--- src/hdl/tst_pkg.sv ---
// Shared sizes, codes, entry type and sort key function of the two-key sorted table.
package tst_pkg;

	localparam int TABLE_DEPTH = 32;
	localparam int IDX_W       = (TABLE_DEPTH > 1) ? $clog2(TABLE_DEPTH) : 1;
	localparam int CNT_W       = $clog2(TABLE_DEPTH + 1);

	localparam int VALUE_W     = 8;
	localparam int PRIO_W      = 4;
	localparam int KEY_W       = VALUE_W + PRIO_W;
	localparam int RCOUNT_W    = 6;

	localparam int PADDR_W     = 3;
	localparam int PDATA_W     = 32;
	localparam int REG_IDX_W   = PADDR_W - 2;
	localparam logic [REG_IDX_W-1:0] REG_KEY_ORDER = REG_IDX_W'(0);

	typedef enum logic [1:0] {
		OP_INSERT = 2'd0,
		OP_DELETE = 2'd1,
		OP_DUMP   = 2'd2
	} op_t;

	typedef enum logic [1:0] {
		ST_DONE       = 2'd0,
		ST_FULL       = 2'd1,
		ST_DUMP_ENTRY = 2'd2,
		ST_DUMP_EMPTY = 2'd3
	} status_t;

	typedef struct packed {
		logic [VALUE_W-1:0] val;
		logic [PRIO_W-1:0]  prio;
	} entry_t;

	// Order 0: priority is the major field; order 1: value is the major field.
	function automatic logic [KEY_W-1:0] make_key(input logic order, input entry_t e);
		logic [KEY_W-1:0] k;
		if (order) begin
			k = {e.val, e.prio};
		end else begin
			k = {e.prio, e.val};
		end
		return k;
	endfunction

endpackage

--- src/hdl/tst_ifs.sv ---
// Command and response channel interfaces of the two-key sorted table.
interface tst_cmd_if;
	logic                         valid;
	logic                         ready;
	logic [1:0]                   op;
	logic [tst_pkg::VALUE_W-1:0]  item_value;
	logic [tst_pkg::PRIO_W-1:0]   item_priority;

	modport source (output valid, output op, output item_value, output item_priority,
		input ready);
	modport sink (input valid, input op, input item_value, input item_priority,
		output ready);
endinterface

interface tst_rsp_if;
	logic                         valid;
	logic                         ready;
	logic [1:0]                   status;
	logic [tst_pkg::VALUE_W-1:0]  out_value;
	logic [tst_pkg::PRIO_W-1:0]   out_priority;
	logic [tst_pkg::RCOUNT_W-1:0] removed_count;
	logic                         last;

	modport source (output valid, output status, output out_value, output out_priority,
		output removed_count, output last, input ready);
	modport sink (input valid, input status, input out_value, input out_priority,
		input removed_count, input last, output ready);
endinterface

--- src/hdl/two_key_sorted_table_unit.sv ---
// Top level of the two-key sorted table: sequencer, entry memory, response register, APB.
//
// The unit keeps up to TABLE_DEPTH (value, priority) entries in sorted order in a single-port
// style memory (one write and one registered read per cycle) and works on one command word
// at a time; cmd.ready is high only while the sequencer is idle. Every entry visit reads the
// memory in one state and uses the registered read data in the next. An insert scans for
// its place, moves each entry above it up by one to open the gap, writes the new entry and
// then issues the response; a delete visits every entry and compacts the survivors; a dump
// issues one response word per stored entry and waits while the response register is full.
// A full-table insert, an empty dump and an unused op go straight to the response. The
// key_order register (APB byte address 0, bit 0) chooses priority-then-value (0) or
// value-then-priority (1); changing it does not re-sort what is stored. Inserts go in
// front of the first entry whose key is not below their own, so equal keys go first.
// A response word waiting in the output register does not stop the next command from being
// accepted. Configure only while the unit is idle.
module two_key_sorted_table_unit (
	input  logic                          clk,
	input  logic                          arst_n,
	tst_cmd_if.sink                       cmd,
	tst_rsp_if.source                     rsp,
	input  logic                          psel,
	input  logic                          penable,
	input  logic                          pwrite,
	input  logic [tst_pkg::PADDR_W-1:0]   paddr,
	input  logic [tst_pkg::PDATA_W-1:0]   pwdata,
	output logic [tst_pkg::PDATA_W-1:0]   prdata,
	output logic                          pready
);

	typedef enum logic [10:0] {
		S_IDLE     = 11'b000_0000_0001,
		S_SCAN_RD  = 11'b000_0000_0010,
		S_SCAN_CMP = 11'b000_0000_0100,
		S_SHIFT_RD = 11'b000_0000_1000,
		S_SHIFT_WR = 11'b000_0001_0000,
		S_INS_WR   = 11'b000_0010_0000,
		S_DEL_RD   = 11'b000_0100_0000,
		S_DEL_CHK  = 11'b000_1000_0000,
		S_DUMP_RD  = 11'b001_0000_0000,
		S_DUMP_OUT = 11'b010_0000_0000,
		S_RESP     = 11'b100_0000_0000
	} state_t;

	state_t                         state_q;

	// Entry memory and its registered read port.
	tst_pkg::entry_t                mem_q [tst_pkg::TABLE_DEPTH];
	tst_pkg::entry_t                rd_data_q;
	logic [tst_pkg::IDX_W-1:0]      rd_addr;
	logic                           mem_we;
	logic [tst_pkg::IDX_W-1:0]      mem_wa;
	tst_pkg::entry_t                mem_wd;

	// Sequencer registers.
	logic [tst_pkg::CNT_W-1:0]      count_q;
	logic [tst_pkg::CNT_W-1:0]      idx_q;
	logic [tst_pkg::CNT_W-1:0]      wr_q;
	logic [tst_pkg::CNT_W-1:0]      removed_q;
	logic [tst_pkg::IDX_W-1:0]      pos_q;
	logic [tst_pkg::IDX_W-1:0]      sidx_q;
	tst_pkg::entry_t                item_q;
	tst_pkg::status_t               stat_q;

	// Configuration.
	logic                           key_order_q;
	logic                           cfg_sel;

	// Response register.
	logic                           rsp_valid_q;
	tst_pkg::status_t               rsp_status_q;
	tst_pkg::entry_t                rsp_entry_q;
	logic [tst_pkg::RCOUNT_W-1:0]   rsp_removed_q;
	logic                           rsp_last_q;
	logic                           rsp_free;

	// Shared compare unit: key of the entry just read against the key being inserted.
	logic                           key_ge;
	logic                           dump_last;

	assign key_ge    = tst_pkg::make_key(key_order_q, rd_data_q)
		>= tst_pkg::make_key(key_order_q, item_q);
	assign dump_last = (idx_q + tst_pkg::CNT_W'(1)) == count_q;
	assign rsp_free  = !rsp_valid_q || rsp.ready;

	// ---------------------------------------------------------------- APB
	assign cfg_sel = (paddr[tst_pkg::PADDR_W-1:2] == tst_pkg::REG_KEY_ORDER);
	assign pready  = 1'b1;
	assign prdata  = cfg_sel ? tst_pkg::PDATA_W'(key_order_q) : '0;

	always_ff @(posedge clk or negedge arst_n) begin
		if (!arst_n) begin
			key_order_q <= 1'b0;
		end else if (psel && penable && pwrite && cfg_sel) begin
			key_order_q <= pwdata[0];
		end
	end

	// ---------------------------------------------------------------- memory
	// Shifting reads the entry below the gap; every other sweep reads at the scan index.
	always_comb begin
		case (state_q)
			S_SHIFT_RD, S_SHIFT_WR: rd_addr = sidx_q - tst_pkg::IDX_W'(1);
			default:                rd_addr = idx_q[tst_pkg::IDX_W-1:0];
		endcase
	end

	always_comb begin
		mem_we = 1'b0;
		mem_wa = sidx_q;
		mem_wd = rd_data_q;
		case (state_q)
			S_SHIFT_WR: begin
				mem_we = 1'b1;
			end
			S_INS_WR: begin
				mem_we = 1'b1;
				mem_wa = pos_q;
				mem_wd = item_q;
			end
			S_DEL_CHK: begin
				// Keep the survivor: compact it down to the write index.
				mem_we = (rd_data_q.val != item_q.val);
				mem_wa = wr_q[tst_pkg::IDX_W-1:0];
			end
			default: begin
				mem_we = 1'b0;
			end
		endcase
	end

	always_ff @(posedge clk) begin
		if (mem_we) begin
			mem_q[mem_wa] <= mem_wd;
		end
	end

	always_ff @(posedge clk) begin
		rd_data_q <= mem_q[rd_addr];
	end

	// ---------------------------------------------------------------- sequencer
	assign cmd.ready = (state_q == S_IDLE);

	always_ff @(posedge clk or negedge arst_n) begin
		if (!arst_n) begin
			state_q   <= S_IDLE;
			count_q   <= '0;
			idx_q     <= '0;
			wr_q      <= '0;
			removed_q <= '0;
			pos_q     <= '0;
			sidx_q    <= '0;
			stat_q    <= tst_pkg::ST_DONE;
		end else begin
			case (state_q)
				S_IDLE: begin
					if (cmd.valid) begin
						idx_q     <= '0;
						wr_q      <= '0;
						removed_q <= '0;
						stat_q    <= tst_pkg::ST_DONE;
						case (cmd.op)
							tst_pkg::OP_INSERT: begin
								if (count_q == tst_pkg::CNT_W'(tst_pkg::TABLE_DEPTH)) begin
									stat_q  <= tst_pkg::ST_FULL;
									state_q <= S_RESP;
								end else begin
									state_q <= S_SCAN_RD;
								end
							end
							tst_pkg::OP_DELETE: begin
								state_q <= S_DEL_RD;
							end
							tst_pkg::OP_DUMP: begin
								if (count_q == '0) begin
									stat_q  <= tst_pkg::ST_DUMP_EMPTY;
									state_q <= S_RESP;
								end else begin
									state_q <= S_DUMP_RD;
								end
							end
							default: begin
								state_q <= S_RESP;
							end
						endcase
					end
				end
				S_SCAN_RD: begin
					if (idx_q == count_q) begin
						// Nothing at or above the new key: append at the end.
						pos_q   <= count_q[tst_pkg::IDX_W-1:0];
						sidx_q  <= count_q[tst_pkg::IDX_W-1:0];
						state_q <= S_SHIFT_RD;
					end else begin
						state_q <= S_SCAN_CMP;
					end
				end
				S_SCAN_CMP: begin
					if (key_ge) begin
						pos_q   <= idx_q[tst_pkg::IDX_W-1:0];
						sidx_q  <= count_q[tst_pkg::IDX_W-1:0];
						state_q <= S_SHIFT_RD;
					end else begin
						idx_q   <= idx_q + tst_pkg::CNT_W'(1);
						state_q <= S_SCAN_RD;
					end
				end
				S_SHIFT_RD: begin
					if (sidx_q == pos_q) begin
						state_q <= S_INS_WR;
					end else begin
						state_q <= S_SHIFT_WR;
					end
				end
				S_SHIFT_WR: begin
					sidx_q  <= sidx_q - tst_pkg::IDX_W'(1);
					state_q <= S_SHIFT_RD;
				end
				S_INS_WR: begin
					count_q <= count_q + tst_pkg::CNT_W'(1);
					state_q <= S_RESP;
				end
				S_DEL_RD: begin
					if (idx_q == count_q) begin
						count_q <= wr_q;
						state_q <= S_RESP;
					end else begin
						state_q <= S_DEL_CHK;
					end
				end
				S_DEL_CHK: begin
					if (rd_data_q.val == item_q.val) begin
						removed_q <= removed_q + tst_pkg::CNT_W'(1);
					end else begin
						wr_q <= wr_q + tst_pkg::CNT_W'(1);
					end
					idx_q   <= idx_q + tst_pkg::CNT_W'(1);
					state_q <= S_DEL_RD;
				end
				S_DUMP_RD: begin
					state_q <= S_DUMP_OUT;
				end
				S_DUMP_OUT: begin
					// Hold the read address until the response register frees up.
					if (rsp_free) begin
						if (dump_last) begin
							state_q <= S_IDLE;
						end else begin
							idx_q   <= idx_q + tst_pkg::CNT_W'(1);
							state_q <= S_DUMP_RD;
						end
					end
				end
				S_RESP: begin
					if (rsp_free) begin
						state_q <= S_IDLE;
					end
				end
				default: begin
					state_q <= S_IDLE;
				end
			endcase
		end
	end

	// Command payload is captured on accept; no reset needed.
	always_ff @(posedge clk) begin
		if (cmd.valid && cmd.ready) begin
			item_q.val  <= cmd.item_value;
			item_q.prio <= cmd.item_priority;
		end
	end

	// ---------------------------------------------------------------- response register
	always_ff @(posedge clk or negedge arst_n) begin
		if (!arst_n) begin
			rsp_valid_q <= 1'b0;
		end else if (rsp_free) begin
			rsp_valid_q <= (state_q == S_DUMP_OUT) || (state_q == S_RESP);
		end
	end

	always_ff @(posedge clk) begin
		if (rsp_free) begin
			if (state_q == S_DUMP_OUT) begin
				rsp_status_q  <= tst_pkg::ST_DUMP_ENTRY;
				rsp_entry_q   <= rd_data_q;
				rsp_removed_q <= '0;
				rsp_last_q    <= dump_last;
			end else if (state_q == S_RESP) begin
				rsp_status_q  <= stat_q;
				rsp_entry_q   <= '0;
				rsp_removed_q <= tst_pkg::RCOUNT_W'(removed_q);
				rsp_last_q    <= 1'b1;
			end
		end
	end

	assign rsp.valid         = rsp_valid_q;
	assign rsp.status        = rsp_status_q;
	assign rsp.out_value     = rsp_entry_q.val;
	assign rsp.out_priority  = rsp_entry_q.prio;
	assign rsp.removed_count = rsp_removed_q;
	assign rsp.last          = rsp_last_q;

	// ---------------------------------------------------------------- assertions
`ifndef SYNTHESIS
	a_count_bound: assert property (@(posedge clk) disable iff (!arst_n)
		count_q <= tst_pkg::CNT_W'(tst_pkg::TABLE_DEPTH))
		else $error("entry count above table depth");

	a_shift_above_pos: assert property (@(posedge clk) disable iff (!arst_n)
		(state_q == S_SHIFT_WR) |-> (sidx_q > pos_q))
		else $error("gap shift moved below the insert position");

	a_compact_order: assert property (@(posedge clk) disable iff (!arst_n)
		(state_q == S_DEL_CHK) |-> ((wr_q <= idx_q) && (idx_q < count_q)))
		else $error("delete compaction overran its read index");

	a_insert_grows: assert property (@(posedge clk) disable iff (!arst_n)
		(state_q == S_INS_WR) |=> (count_q == $past(count_q) + tst_pkg::CNT_W'(1)))
		else $error("insert did not grow the table by one");
`endif

endmodule
--- src/flat_wrapper.sv ---
// flat-port wrapper written by rule: the top's interface ports become plain ports
module two_key_sorted_table_unit_flat 
  (clk, arst_n, psel, penable, pwrite, paddr, pwdata, prdata, pready, cmd_valid, cmd_op, cmd_item_value, cmd_item_priority, cmd_ready, rsp_valid, rsp_status, rsp_out_value, rsp_out_priority, rsp_removed_count, rsp_last, rsp_ready);
  tst_cmd_if cmd_i ();
  tst_rsp_if rsp_i ();
  input  logic clk;
  input  logic arst_n;
  input  logic psel;
  input  logic penable;
  input  logic pwrite;
  input  logic [tst_pkg::PADDR_W-1:0] paddr;
  input  logic [tst_pkg::PDATA_W-1:0] pwdata;
  output logic [tst_pkg::PDATA_W-1:0] prdata;
  output logic pready;
  input wire logic [$bits(cmd_i.valid)-1:0] cmd_valid;
  input wire logic [$bits(cmd_i.op)-1:0] cmd_op;
  input wire logic [$bits(cmd_i.item_value)-1:0] cmd_item_value;
  input wire logic [$bits(cmd_i.item_priority)-1:0] cmd_item_priority;
  output wire logic [$bits(cmd_i.ready)-1:0] cmd_ready;
  output wire logic [$bits(rsp_i.valid)-1:0] rsp_valid;
  output wire logic [$bits(rsp_i.status)-1:0] rsp_status;
  output wire logic [$bits(rsp_i.out_value)-1:0] rsp_out_value;
  output wire logic [$bits(rsp_i.out_priority)-1:0] rsp_out_priority;
  output wire logic [$bits(rsp_i.removed_count)-1:0] rsp_removed_count;
  output wire logic [$bits(rsp_i.last)-1:0] rsp_last;
  input wire logic [$bits(rsp_i.ready)-1:0] rsp_ready;
  assign cmd_i.valid = cmd_valid;
  assign cmd_i.op = cmd_op;
  assign cmd_i.item_value = cmd_item_value;
  assign cmd_i.item_priority = cmd_item_priority;
  assign cmd_ready = cmd_i.ready;
  assign rsp_valid = rsp_i.valid;
  assign rsp_status = rsp_i.status;
  assign rsp_out_value = rsp_i.out_value;
  assign rsp_out_priority = rsp_i.out_priority;
  assign rsp_removed_count = rsp_i.removed_count;
  assign rsp_last = rsp_i.last;
  assign rsp_i.ready = rsp_ready;
  two_key_sorted_table_unit u_core (.clk(clk), .arst_n(arst_n), .cmd(cmd_i), .rsp(rsp_i), .psel(psel), .penable(penable), .pwrite(pwrite), .paddr(paddr), .pwdata(pwdata), .prdata(prdata), .pready(pready));
endmodule
--- config.mk ---
export PLATFORM = sky130hd
export DESIGN_NAME = two_key_sorted_table_unit_flat
export DESIGN_NICKNAME = d
export VERILOG_FILES = /design/src/hdl/tst_pkg.sv /design/src/hdl/tst_ifs.sv /design/src/hdl/two_key_sorted_table_unit.sv /design/src/flat_wrapper.sv
export SDC_FILE = /design/constraint.sdc
export NUM_CORES = 1
export LEC_CHECK = 0
export BUFFER_PORTS_ARGS = -buffer_cell sky130_fd_sc_hd__buf_2
export CORE_ASPECT_RATIO = 0.9
export CORE_MARGIN = 1.5
export CORE_UTILIZATION = 45
export CTS_CLUSTER_SIZE = 30
export DETAILED_ROUTE_END_ITERATION = 10
export PLACE_DENSITY = 0.59
export SKIP_CTS_REPAIR_TIMING = 1
export SLEW_MARGIN = 15
export SYNTH_ARGS = -nofsm -noshare
export SYNTH_HDL_FRONTEND = slang
export SYNTH_SLANG_ARGS = --single-unit
--- constraint.sdc ---
create_clock -name clk -period 4.85 [get_ports clk]
set_clock_uncertainty 0.2 [all_clocks]
set_input_delay 0.2425 -clock clk [delete_from_list [all_inputs] [get_ports clk]]
set_output_delay 0.2425 -clock clk [all_outputs]
set_load 0.005 [all_outputs]
==> impl_results.md <==
* Post-layout minimum cycle time at 3867 ps
* Sinks on the clock net at 478
* Fraction of registers with async set or reset after synthesis at 10.25%
* Row count at 74
* Initial antenna violation count at 1
* Number of iterations in the first detailed-routing pass at 5
* Launching element of the worst setup path: u_core.key_order_q
* Highest achievable clock rate at 258.6 MHz
* Maximum net fanout on the critical path at 16
* Lkg Pwr at 0.008621 uW
* Critical path required time at 5130 ps
* Final-layout fill cell count at 3906
* Clock latency reported for the late side of the worst-skew pair at 600 ps
* Master cell of the clock root buffer: clkbuf_16
* Sequential Area at 0.01399 mm^2
* Nature of the critical path endpoint: flop
* Reported max-cap violation count at 0
* I/O Pins at 112
* Number of slew-limit violations in the final report at 0
* Net count reported at finish at 1906
* Floorplan die width at 228.4 um
* Buffer depth of the longest clock path at 3
* Core Region at 0.04528 mm^2
* Synthesized area per cell at 11.88 um^2
* Commonest cells post-synth: 417 x edfxtp_1, 388 x nand2_1, 188 x nor2_1
* Core Util, Final at 51.86%
* Layout cells sized above 1 at 12.02%
* Die area at 0.04703 mm^2
* Detail Route Antenna Nets at 0
* Leading cell type by number of instances after synthesis: edfxtp_1
* Classification of the worst setup path: reg2reg
* Worst Max-Slew Pin Slew at 1193 ps
* CTS Buf Count at 49
* Global-route congestion overflow total at 0
* Most frequently used flop master after synthesis: edfxtp_1
* Netlist area before placement at 0.02058 mm^2
* CTS clock-pin slew for the worst setup and hold paths at 60 ps
* Status: finished, final reports clean
* Wire length of the first global-routing pass at 76580 um
* Area of the multi-input gates at 0.006076 mm^2
* Sequential-to-total area share from yosys stat at 67.98%
* Summed negative setup slack over all endpoints at 0 ps
* TritonCTS clock tree: yes
* Initial core utilization at 45.45%
* IR drop worst, VDD at 284.1 uV
* Internal reg-to-reg setup slack at 980 ps
* Die height at 205.9 um
* Number of enable-type register cells in the synthesized netlist at 417
* Relative slew slack at 20.25%
* Cell types occupying the most area after synthesis: edfxtp_1 61%, nand2_1 7.1%, dfrtp_1 5.8%
* Hold Vio Cnt, Final at 0
* Area Growth Syn to Fin at 14.09%
* Startpoint of the worst register-to-register path: u_core.key_order_q
* Placer Congestion at 0.8497
* Yosys warns at 0
* Maximum number of pins on one net before global-route repair at 100
* Slowest Stage Delay on Critical Path at 640 ps
* RSZ-0062 raised after global routing: false
* Final hold slack at 110.4 ps
* Detailed-route wire length per cell at 20.69 um
* FF-to-FF path depth at 10
* Total chip power at 10400 uW
* Post-synth top area cell: edfxtp_1
* Via count normalized by instance count at 5.410
* DRT iter0 DRCs at 1247
* Class of the most critical hold timing path: in2async
* Vias in the first global route at 12410
* Area share of the largest cell type after synthesis at 60.85%
* Areal power density over the cells at 442.9 mW/mm^2
* Final clock period utilization by the worst path at 79.73%
* Critical register-to-register path endpoint: u_core.sidx_q[1]
* Final wirelength at 51310 um
* Synth Instances at 1732
* Drt drc at 0
* HPWL after detailed placement at 32100 um
* IO Port Bufs at 46
* Synthesis-stage register bit count at 478
* Worst path slowest cell: dfrtp_1
* Ant. Diodes at 0
* Sum of buffers and inverters on the critical path at 2
* Count of endpoints failing setup in the final report at 0
* Vias post-DR at 13420
* Distinct cell type count of the synthesized netlist at 61
* Crit-path leading delay family: compound AO/OA/AOI/OAI gates
* Element type at the critical path start: flop
* Arrival time at the worst endpoint at 4150 ps
* Number of H-tree levels at 2
* Overall routing resource usage at 21.82%
* Cells along the critical path: buf_4 -> mux2_2 -> ha_1 -> a21o_1 -> a211oi_1 -> o41ai_1 -> buf_4 -> o21a_1 -> nor3_1 -> mux2_2
==> routing by layer <==
metal  GRT usage, %  share of wire [%]
met1          31.44                 45
met2          32.91                 45
met3          4.815                7.5
met4          7.143                2.5
met5              0              0.023
==> logic make-up (layout without fill, tap and decap cells) <==
logic type | count (synthesis) | in the layout | share of synthesized area [%]
muxes | 45 | 45 | 2.474
AOI/OAI and AO/OA | 128 | 128 | 4.359
xor gates and xnor gates | 37 | 37 | 1.575
other | 2 | 32 | 0.03649
adders and majority gates | 18 | 18 | 1.094
buffers and inverters | 133 | 243 | 3.253
DFF | 478 | 478 | 67.98
and+or+nand+nor | 891 | 891 | 19.23
==> area by class of cell <==
| type | instances | area share (%) |
|---|---|---|
| clock inverter | 35 | 1.140 |
| tap | 608 | 3.240 |
| clock buffer | 56 | 5.516 |
| timing repair buffer | 139 | 4.434 |
| inverter | 13 | 0.2078 |
| sequential | 478 | 59.58 |
| multi-input combinational | 1151 | 25.88 |
==> worst max-delay path by stage <==
stage | end | slack [ps] | cells after the start
6_report | u_core.sidx_q[1] | 980 | 10
3_3_place_gp | u_core.sidx_q[1] | 1070 | 10
4_1_cts | u_core.sidx_q[1] | 1020 | 10
5_1_grt | u_core.sidx_q[1] | 720 | 11
3_5_place_dp | u_core.sidx_q[1] | 1030 | 10
2_1_floorplan | u_core.sidx_q[1] | 1530 | 11
==> layout by cell type, fill, tap and decap left out, types with 22 or more instances in the layout <==
cell type	synthesis	routed
clkbuf_16	0	51
nor2_1	188	187
mux2_2	23	22
buf_4	35	68
edfxtp_1	417	417
o2111ai_1	35	35
nand2_1	388	386
nand3_1	174	174
a21oi_1	24	24
xor2_1	29	29
dfrtp_1	48	48
buf_2	31	46
nor3_1	27	27
conb_1	2	32
o21ai_0	26	26
==> sequential cells by signal (all words and copies together), names as in the netlist, 6 cells and up <==
| signal | count |
|---|---|
| u_core.rd_data_q | 12 |
| u_core.rsp.out_value | 8 |
| u_core.idx_q | 6 |
| u_core.removed_q | 6 |
| u_core.item_q | 12 |
| u_core.state_q | 11 |
| u_core.wr_q | 6 |
| u_core.rsp.removed_count | 6 |
| u_core.mem_q | 384 |
| u_core.count_q | 6 |
==> power breakdown <==
| group | internal (uW) | switching [uW] |
|---|---|---|
| clock network | 2120 | 1570 |
| logic | 567 | 1150 |
| registers | 4780 | 210 |
| total | 7470 | 2930 |
==> per-stage QoR <==
stage               cells  instance area, um^2  setup WS (ps)
global route         2480                23480          723.8
CTS                  2460                23270           1016
finish               2480                23480          983.0
global placement     2369                21710           1074
floorplan            1762                20690           1530
detailed placement   2369                21710           1028
==> worst min-delay path, stage by stage <==
cell and delay [ps]:
dlygate4sd3_1 530, buf_2 100, buf_4 520
No activity file was read; power rests on OpenSTA's default activity.
